`src/rtl/wakeup_latency_tracker_top_defines.svh`:
```
// Assertion helpers shared by the tracker RTL.
`ifndef WAKEUP_LATENCY_TRACKER_TOP_DEFINES_SVH
`define WAKEUP_LATENCY_TRACKER_TOP_DEFINES_SVH

// Same-cycle implication under reset.
`define WLT_ASSERT_IMPLIES(label, clk, rst_n, ante, cons, msg) \
    label: assert property (@(posedge clk) disable iff (!rst_n) (ante) |-> (cons)) \
        else $error(msg);

// Next-cycle implication under reset.
`define WLT_ASSERT_NEXT(label, clk, rst_n, ante, cons, msg) \
    label: assert property (@(posedge clk) disable iff (!rst_n) (ante) |=> (cons)) \
        else $error(msg);

// Condition that must never hold out of reset.
`define WLT_ASSERT_NEVER(label, clk, rst_n, expr, msg) \
    label: assert property (@(posedge clk) disable iff (!rst_n) !(expr)) \
        else $error(msg);

`endif

```
`src/rtl/wlt_pkg.sv`:
```
package wlt_pkg;

    localparam int TABLE_SLOTS = 64;
    localparam int SLOT_W      = (TABLE_SLOTS > 1) ? $clog2(TABLE_SLOTS) : 1;
    localparam int CNT_W       = $clog2(TABLE_SLOTS + 1);

    localparam int TASK_W  = 22;
    localparam int TIME_W  = 64;
    localparam int CPU_W   = 8;
    localparam int DELAY_W = 55;
    localparam int MIN_W   = 32;

    localparam logic [MIN_W-1:0] MIN_DELAY_RESET = 32'd1000000;

    localparam int NS_PER_US = 1000;
    localparam int REM_W     = $clog2(NS_PER_US);

    // Divide by NS_PER_US one digit at a time: each digit is a reciprocal
    // multiply step followed by a subtract step.
    localparam int DIV_DIGIT_W = 16;
    localparam int DIV_DIGITS  = TIME_W / DIV_DIGIT_W;
    localparam int DIV_STEPS   = 2 * DIV_DIGITS;
    localparam int DIV_CNT_W   = $clog2(DIV_STEPS);
    localparam int DIV_NUM_W   = REM_W + DIV_DIGIT_W;
    // ceil(2^RECIP_SHIFT / NS_PER_US), exact for every DIV_NUM_W-bit numerator
    localparam int RECIP_SHIFT = DIV_NUM_W + REM_W;
    localparam int RECIP_W     = 27;
    localparam int DIV_PROD_W  = DIV_NUM_W + RECIP_W;
    localparam logic [RECIP_W-1:0] RECIP_NS_PER_US = 27'd68719477;

    localparam int S_FIELDS_W = TASK_W + TIME_W + CPU_W;
    localparam int S_TDATA_W  = ((S_FIELDS_W + 7) / 8) * 8;
    localparam int M_FIELDS_W = TIME_W + TASK_W + CPU_W + DELAY_W;
    localparam int M_TDATA_W  = ((M_FIELDS_W + 7) / 8) * 8;
    localparam int M_PAD_W    = M_TDATA_W - M_FIELDS_W;

    localparam logic ACT_WAKEUP = 1'b0;
    localparam logic ACT_SWITCH = 1'b1;

    typedef struct packed {
        logic [TASK_W-1:0] task_id;
        logic [TIME_W-1:0] start;
    } entry_t;

    typedef struct packed {
        logic capture;
        logic scan_run;
        logic commit;
        logic div_step;
        logic out_load;
    } cmd_t;

    typedef struct packed {
        logic scan_done;
        logic pass;
        logic div_last;
        logic out_free;
    } status_t;

endpackage

```
`src/rtl/wlt_ctrl.sv`:
```
module wlt_ctrl
    import wlt_pkg::*;
(
    input  logic    clk,
    input  logic    rst_n,
    input  logic    s_tvalid,
    output logic    s_tready,
    input  status_t status,
    output cmd_t    cmd
);

    typedef enum logic [4:0] {
        ST_IDLE   = 5'b00001,
        ST_SCAN   = 5'b00010,
        ST_UPDATE = 5'b00100,
        ST_DIVIDE = 5'b01000,
        ST_EMIT   = 5'b10000
    } state_t;

    state_t state_reg;
    state_t state_next;

    always_ff @(posedge clk or negedge rst_n)
    begin
        if (!rst_n)
        begin
            state_reg <= ST_IDLE;
        end
        else
        begin
            state_reg <= state_next;
        end
    end

    always_comb
    begin
        state_next = state_reg;
        cmd        = '0;
        s_tready   = 1'b0;
        case (state_reg)
            ST_IDLE:
            begin
                s_tready = 1'b1;
                if (s_tvalid)
                begin
                    cmd.capture = 1'b1;
                    state_next  = ST_SCAN;
                end
            end
            ST_SCAN:
            begin
                cmd.scan_run = 1'b1;
                if (status.scan_done)
                begin
                    state_next = ST_UPDATE;
                end
            end
            ST_UPDATE:
            begin
                cmd.commit = 1'b1;
                state_next = status.pass ? ST_DIVIDE : ST_IDLE;
            end
            ST_DIVIDE:
            begin
                cmd.div_step = 1'b1;
                if (status.div_last)
                begin
                    state_next = ST_EMIT;
                end
            end
            ST_EMIT:
            begin
                if (status.out_free)
                begin
                    cmd.out_load = 1'b1;
                    state_next   = ST_IDLE;
                end
            end
            default:
            begin
                state_next = ST_IDLE;
            end
        endcase
    end

endmodule

```
`config.mk`:
```
export PLATFORM = sky130hd
export DESIGN_NAME = wlt_ctrl
export DESIGN_NICKNAME = d
export VERILOG_FILES = /design/src/rtl/wakeup_latency_tracker_top_defines.svh /design/src/rtl/wlt_pkg.sv /design/src/rtl/wlt_ctrl.sv
export SDC_FILE = /design/constraint.sdc
export NUM_CORES = 1
export LEC_CHECK = 0
export ABC_AREA = 1
export BUFFER_PORTS_ARGS = -buffer_cell sky130_fd_sc_hd__buf_4
export CORE_AREA = 2 2 39 41
export CTS_CLUSTER_SIZE = 30
export DETAILED_ROUTE_END_ITERATION = 8
export DIE_AREA = 0 0 41 43
export REMOVE_ABC_BUFFERS = 1
export SLEW_MARGIN = 25
export SYNTH_ARGS = -nofsm -noshare
export SYNTH_HDL_FRONTEND = slang
export SYNTH_SLANG_ARGS = --single-unit
```
`constraint.sdc`:
```
create_clock -name clk -period 1.1 [get_ports clk]
set_clock_uncertainty 0.05 [all_clocks]
set_input_delay 0.055 -clock clk [delete_from_list [all_inputs] [get_ports clk]]
set_output_delay 0.055 -clock clk [all_outputs]
set_load 0.02 [all_outputs]
```
==> results of run 1 <==
==> report_power, final <==
group	switching, mW	total (mW)	leakage (nW)	internal (mW)
registers	0.0560	0.308	0.0651	0.252
logic	0.526	1.00	0.281	0.476
clock network	0.0695	0.206	0.0150	0.137
==> final cells by class <==
class                   count  area share
clock buffers               4      0.0392
multi-input cells          36       0.338
inverters                  12      0.0672
well taps                  16      0.0299
flip-flops and latches      5       0.188
repair buffers             26       0.338
==> routing by layer <==
metal	share of wire	up-vias	GRT usage
met3	0.035	0	0.0366
met1	0.37	179	0.151
met2	0.60	9	0.203
met5	0	-	0
li1	-	216	-
met4	0	0	0.100
==> metrics by stage <==
stage / area, µm² / utilization / cells / setup TNS, ps / worst slack, ps
after global routing: 671 / 0.485 / 99 / -2770 / -336
after detailed placement: 528 / 0.382 / 88 / -599 / -159
after global placement: 528 / 0.382 / 88 / -472 / -130
after CTS: 653 / 0.472 / 99 / -2080 / -293
final: 671 / 0.485 / 99 / -2080 / -258
after floorplan: 365 / - / 53 / -708 / -207
==> worst register-to-register path: cells and delay by family, from the launching register on <==
family        cells  cell delay (ps)
buf+inv           3              310
flops             1              550
simple gates      7              400
==> worst paths after layout <==
path,endpoint,depth (start not counted)
setup / recovery,state_reg[0]$_DFFE_PN1P_,10
hold / removal,state_reg[0]$_DFFE_PN1P_,4
setup reg to reg,state_reg[0]$_DFFE_PN1P_,10
hold reg to reg,state_reg[1]$_DFFE_PN0P_,4
max in group asynchronous,state_reg[0]$_DFFE_PN1P_,2
min in group asynchronous,state_reg[4]$_DFFE_PN0P_,2
==> cells by family after synthesis <==
logic type / Yosys count / synth area share
compound gates: 1 / 0.0134
buf+inv: 13 / 0.141
flops: 5 / 0.339
simple gates: 35 / 0.507
==> Yosys cell counts (all sizes together) <==
master / number / area (µm²)
nand3: 3 / 15.0
inv: 12 / 45.0
nor3b: 1 / 7.51
nand4: 2 / 12.5
buf: 1 / 7.51
nor2: 12 / 80.1
dfrtp: 4 / 100
nand2: 17 / 73.8
o21ai: 1 / 5.00
dfstp: 1 / 26.3
==> repair_timing <==
| action | 4_1_cts | 5_1_grt |
|---|---|---|
| gates resized for setup | 15 | 5 |
| hold buffers | 2 | 0 |
| setup buffers | 5 | 0 |
| pin swaps | 7 | 4 |
| endpoints found under the setup margin | 10 | 11 |
| endpoints found under the hold margin | 6 | 0 |
==> results.ini, run 1 <==
[outcome]
status = finished with violations
violations = negative setup slack

[layout]
n_antenna_cell = 0
largest_reg_flops = 5
fillers = 148
mostFrequentLayoutCell = buf_4
register_area_um2 = 126
multi_input_area_um2 = 226
fin_nets = 91
drive_gt1_frac = 0.590
final_cell_mix = buf_4, nand2_1, inv_1
syn2layout_area_growth_pct = 79.9

[timing]
finalMaxSlewViolations = 0
final.period_utilization = 1.23
rsz0062_at_grt = yes
setup_violations = 10
fin_ws_ps = -258
maxSlewHeadroom = 0.891
tightestPinTransition_ps = 163
post-route-min-period_ps = 1360
holdWs_ps = 52.4
max_freq_ghz = 0.736
finalHoldViolCount = 0

[synthesis]
ys_ff_latch = 5
syn_area_um2 = 373
syn_inst = 54
avgSynthCellArea_um2 = 6.90
synth_warnings = 0
seq_area_frac_synth = 0.339
yosys.cell_types.count = 13

[worst_setup_path]
endpoint_kind = register
worst-setup-path-type = reg -> reg
arrival_ps = 1480
r2r_slack_ps = -260
cp_slowest_cell = dfstp_2
slowest_delay_ps = 550
path_common_cell = nand2_1
cp-startpoint = state_reg[0]$_DFFE_PN1P_
cp_data_required_time_ps = 1230
crit_chain = buf_6 -> nor2_4 -> inv_2 -> nor2_4 -> buf_6 -> nor2_2 -> nand2_1 -> nand2_1 -> nand2_1 -> nand2_1
crit_buf_inv = 3
path_max_fanout = 4
critical_path.top_delay_family = flip-flops
startpoint_type = register
r2r_start = state_reg[0]$_DFFE_PN1P_

[clock_network]
cts_buffers = 3
clock-root-buffer = clkbuf_4
clock_latency_ps = 240
path_clk_slew_ps = 40
tritoncts = built
cts.path.max_buffers = 2
cts.sinks = 5
cts_htree_levels = 1

[detailed_routing]
routed_via_density = 4.08
via_count = 404
firstDrtPassIters = 2
wl_per_cell_um = 9.86
drcViolationCount = 0
drt_iter0_drc = 1
finalWirelength_um = 976
ant_nets = 0

[floorplan]
die_h_um = 43
io_pins = 13
start_util = 0.269
rows = 14
die_area_mm2 = 0.00176
core_mm2 = 0.00138
fp.dieW_um = 41

[placement]
place_hpwl_um = 664
place_congestion = 0.651
io_buffers = 12

[worst_hold_path]
min_path_type = in -> reg
hp-start = s_tvalid

[power_and_ir_drop]
fin_total_pwr_mw = 1.52
leakage_nw = 0.361
vdd_ir_drop_max_v = 0.00123
p_per_area_mw_per_mm2 = 2260

[global_route]
grt_overflow = 0
antenna_found_initial = 0
grt_pass1_wl_mm = 1.49
grt_pass1_vias = 364
grt_start_max_net_pins = 6
track_usage = 0.134

[flow_run]
max_cap_viol_count = 0

Note: power is estimated with default switching activity, not from simulation.
==> inputs of run 2 (changes only) <==
SKIP_LAST_GASP = 1   (was unset)
clock period = 1.6 ns   (was 1.1 ns; I/O delays follow)
==> results.ini, run 2 (same netlist as run 1, synthesis figures left out) <==
[outcome]
status = finished clean

[global_route]
grt_start_max_net_pins = 6
grt_pass1_vias = 298
antenna_found_initial = 0
grt_overflow = 0
track_usage = 0.105
grt_pass1_wl_mm = 1.12

[flow_run]
max_cap_viol_count = 0

[detailed_routing]
drt_iter0_drc = 1
finalWirelength_um = 709
drcViolationCount = 0
wl_per_cell_um = 8.15
ant_nets = 0
routed_via_density = 4.07
via_count = 354
firstDrtPassIters = 2

[layout]
drive_gt1_frac = 0.366
final_cell_mix = nand2_1, inv_1, buf_4
n_antenna_cell = 0
largest_reg_flops = 5
finish.utilization = 0.377
mostFrequentLayoutCell = nand2_1
syn2layout_area_growth_pct = 39.9
fin_nets = 79
fillers = 146

[worst_setup_path]
cp_data_required_time_ps = 1470
startpoint_type = register
r2r-end = state_reg[4]$_DFFE_PN0P_
slowest_delay_ps = 550
endpoint_kind = primary output
worst-setup-path-type = reg -> out
reg2regPathDepth = 8
r2r_slack_ps = 360
crit_chain = nand2_1 -> nor2_4 -> inv_1 -> nor2_1 -> buf_4
arrival_ps = 1320
r2r_start = state_reg[3]$_DFFE_PN0P_
path_max_fanout = 4
cp_slowest_cell = dfstp_2

[timing]
rsz0062_at_grt = no
tightestPinTransition_ps = 174
max_freq_ghz = 0.691
post-route-min-period_ps = 1450
tns_ps = 0
setup_violations = 0
finalMaxSlewViolations = 0
maxSlewHeadroom = 0.884
finalHoldViolCount = 0
final.period_utilization = 0.905

[power_and_ir_drop]
switchingPower_uw = 368
p_seq_frac = 0.267
fin_total_pwr_uw = 812
p_per_area_mw_per_mm2 = 1560
leakage_nw = 0.290
pwr-share-comb = 0.558
p_int_uw = 444
p_clk_frac = 0.176
vdd_ir_drop_max_v = 0.00111
swShare = 0.453

[worst_hold_path]
min_to = state_reg[0]$_DFFE_PN1P_
hold_path_depth = 4
min_path_type = in -> reg
hp-start = s_tvalid

[clock_network]
cts.sinks = 5
cts_htree_levels = 1
hold_buffers = 2
path_clk_slew_ps = 40
cts_resized = 0
cts.path.max_buffers = 2
postCtsSetupBuffers = 0
clock-root-buffer = clkbuf_4
cts_buffers = 3
clock_latency_ps = 240
tritoncts = built

[floorplan]
die_h_um = 43
die_area_mm2 = 0.00176
io_pins = 13
rows = 14
core_mm2 = 0.00138
start_util = 0.269
fp.dieW_um = 41

[placement]
place_hpwl_um = 570
place_congestion = 0.626
io_buffers = 12

[run 2: cell count changes in the layout (fill, tap and decap cells not counted), sizes merged]
| cell | previous run | this run |
|---|---|---|
| buf | 24 | 12 |
[run 2: final cells by class]
class	instances	area, µm²	area share
clock buffers	4	26.3	0.0504
inverters	12	45.0	0.0863
multi-input cells	36	194	0.372
flip-flops and latches	5	126	0.242
well taps	16	20.0	0.0384
repair buffers	14	110	0.211
[run 2: worst max path at each step]
stage | start | to | slack [ps] | cells past startpoint
after global placement | state_reg[0]$_DFFE_PN1P_ | state_reg[4]$_DFFE_PN0P_ | 370 | 7
after global routing | state_reg[0]$_DFFE_PN1P_ | cmd[4] | 70 | 5
after CTS | state_reg[0]$_DFFE_PN1P_ | cmd[4] | 130 | 5
after detailed placement | state_reg[0]$_DFFE_PN1P_ | state_reg[4]$_DFFE_PN0P_ | 350 | 7
final | state_reg[0]$_DFFE_PN1P_ | cmd[4] | 150 | 5
after floorplan | state_reg[0]$_DFFE_PN1P_ | cmd[4] | 270 | 4
[run 2: per-layer routing]
layer / vias to the layer above / global-route usage / part of all wire
met5: - / 0 / 0
li1: 195 / - / -
met2: 9 / 0.144 / 0.50
met3: 2 / 0.0314 / 0.044
met4: 0 / 0.120 / 0.031
met1: 148 / 0.111 / 0.43
[run 2: worst max-delay path, delay by kind of cell (launching register included)]
family	cells	cell delay, ps
buf+inv	2	200
simple gates	3	320
flops	1	550
[run 2: power groups by stage]
stage | combinational, mW | clock (mW) | sequential (mW)
detailed placement | 0.455 | 0 | 0.219
finish | 0.453 | 0.143 | 0.216
global placement | 0.453 | 0 | 0.216
global route | 0.508 | 0.158 | 0.222
floorplan | 0.340 | 0 | 0.213
CTS | 0.463 | 0.150 | 0.217
[run 2: per-stage QoR]
stage / hold WS [ps] / setup WS (ps) / cells / instance area (µm²)
finish: 41.7 / 152 / 87 / 522
global route: 69.9 / 65.4 / 87 / 522
CTS: 36.1 / 127 / 87 / 522
detailed placement: -167 / 350 / 81 / 475
global placement: -168 / 369 / 81 / 475
floorplan: -266 / 268 / 53 / 365
==> inputs of run 3 (changes only) <==
==> constraint.sdc (replaced) <==
create_clock -name clk -period 1.6 [get_ports clk]
set_clock_uncertainty 0.05 [all_clocks]
set_input_delay 0.4 -clock clk [delete_from_list [all_inputs] [get_ports clk]]
set_output_delay 0.4 -clock clk [all_outputs]
set_load 0.02 [all_outputs]
==> results.ini, run 3 (same netlist as run 1, synthesis figures left out) <==
[detailed_routing]
finalWirelength_um = 941
wl_per_cell_um = 10.1
ant_nets = 0
firstDrtPassIters = 4
drt_iter0_drc = 4
via_count = 388
drcViolationCount = 0
routed_via_density = 4.17

[timing]
max_freq_ghz = 0.589
setup_violations = 6
rsz0062_at_grt = yes
post-route-min-period_ps = 1700
final.period_utilization = 1.06
fin_ws_ps = -96.5
tightestPinTransition_ps = 175
maxSlewHeadroom = 0.883
holdWs_ps = 309
tns_ps = -383
finalHoldViolCount = 0
finalMaxSlewViolations = 0

[placement]
pre_cts_slack_ps = 133
place_hpwl_um = 565
place_congestion = 0.659
io_buffers = 12
dpl_cell_area_um2 = 483

[worst_setup_path]
crit_chain = nor2_4 -> buf_4 -> nand3_1 -> nor2_1 -> buf_4
r2r_start = state_reg[0]$_DFFE_PN1P_
path_common_cell = buf_4
slowest_delay_ps = 410
endpoint_kind = primary output
cp-startpoint = state_reg[3]$_DFFE_PN0P_
reg2regPathDepth = 10
r2r-end = state_reg[0]$_DFFE_PN1P_
cp-endpoint = cmd[0]
startpoint_type = register
r2r_slack_ps = 200
cp_data_required_time_ps = 1150
worst-setup-path-type = reg -> out
arrival_ps = 1250
path_max_fanout = 3
cp_slowest_cell = dfrtp_1

[clock_network]
cts.path.max_buffers = 2
cts_htree_levels = 1
path_clk_slew_ps = 40
cts.sinks = 5
tritoncts = built
cts_buffers = 3
clock_latency_ps = 240
clock-root-buffer = clkbuf_4

[floorplan]
io_pins = 13
rows = 14
fp.dieW_um = 41
core_mm2 = 0.00138
die_h_um = 43
die_area_mm2 = 0.00176
start_util = 0.269

[layout]
fin_area_um2 = 593
drive_gt1_frac = 0.455
fillers = 148
final_cell_mix = buf_4, nand2_1, inv_1
fin_nets = 85
syn2layout_area_growth_pct = 59.1
largest_reg_flops = 5
n_antenna_cell = 0
mostFrequentLayoutCell = buf_4

[global_route]
grt_overflow = 0
grt_pass1_vias = 339
track_usage = 0.117
grt_pass1_wl_mm = 1.29
grt_start_max_net_pins = 6
antenna_found_initial = 0

[flow_run]
max_cap_viol_count = 0

[power_and_ir_drop]
p_per_area_mw_per_mm2 = 1640
leakage_nw = 0.326
vdd_ir_drop_max_v = 0.000612

[outcome]
status = finished with violations
violations = negative setup slack

[worst_hold_path]
min_path_type = in -> reg

==> run 3: per-layer routing <==
layer	GRT usage	vias to the layer above	share of wire
met1	0.115	171	0.40
met3	0.0314	2	0.038
li1	-	206	-
met2	0.188	9	0.55
met5	0	-	0
met4	0.100	0	0.018
==> run 3: repair_timing <==
item,4_1_cts,5_1_grt
resized for setup,8,1
setup endpoints to repair,5,6
buffers inserted,3,3
pin swaps,2,3
hold buffers,1,0
hold endpoints to repair,4,0
==> run 3: critical path: cells and delay by family (launching register included) <==
family / cells / cell delay (ps)
and+or+nand+nor: 3 / 310
buffers and inverters: 2 / 280
DFF: 1 / 410
==> run 3: worst min-delay path by stage <==
| stage | from | to | slack, ps | cells after the start |
|---|---|---|---|---|
| global route | status[2] | state_reg[3]$_DFFE_PN0P_ | 320 | 3 |
| global placement | rst_n | state_reg[3]$_DFFE_PN0P_ | 150 | 1 |
| detailed placement | rst_n | state_reg[3]$_DFFE_PN0P_ | 150 | 1 |
| CTS | status[2] | state_reg[3]$_DFFE_PN0P_ | 310 | 3 |
| floorplan | rst_n | state_reg[1]$_DFFE_PN0P_ | 50 | 0 |
| finish | status[2] | state_reg[3]$_DFFE_PN0P_ | 310 | 3 |
==> run 3: final cells by class <==
class	count	area [µm²]	area share
clock buffers	4	26.3	0.0443
multi-input cells	36	204	0.344
well taps	16	20.0	0.0338
inverters	12	45.0	0.0759
repair buffers	20	171	0.289
flip-flops and latches	5	126	0.213
==> run 3: power by group <==
part / internal, mW / switching [mW] / total (mW)
Sequential: 0.172 / 0.0339 / 0.206
Combinational: 0.281 / 0.340 / 0.621
Clock: 0.0943 / 0.0515 / 0.146
Total: 0.548 / 0.425 / 0.973
==> run 3: through the flow <==
stage	util	cells	power [mW]
3_3_place_gp	0.349	82	0.695
6_report	0.429	93	0.973
5_1_grt	0.429	93	1.06
3_5_place_dp	0.349	82	0.696
4_1_cts	0.410	90	0.936
2_1_floorplan	-	53	0.553
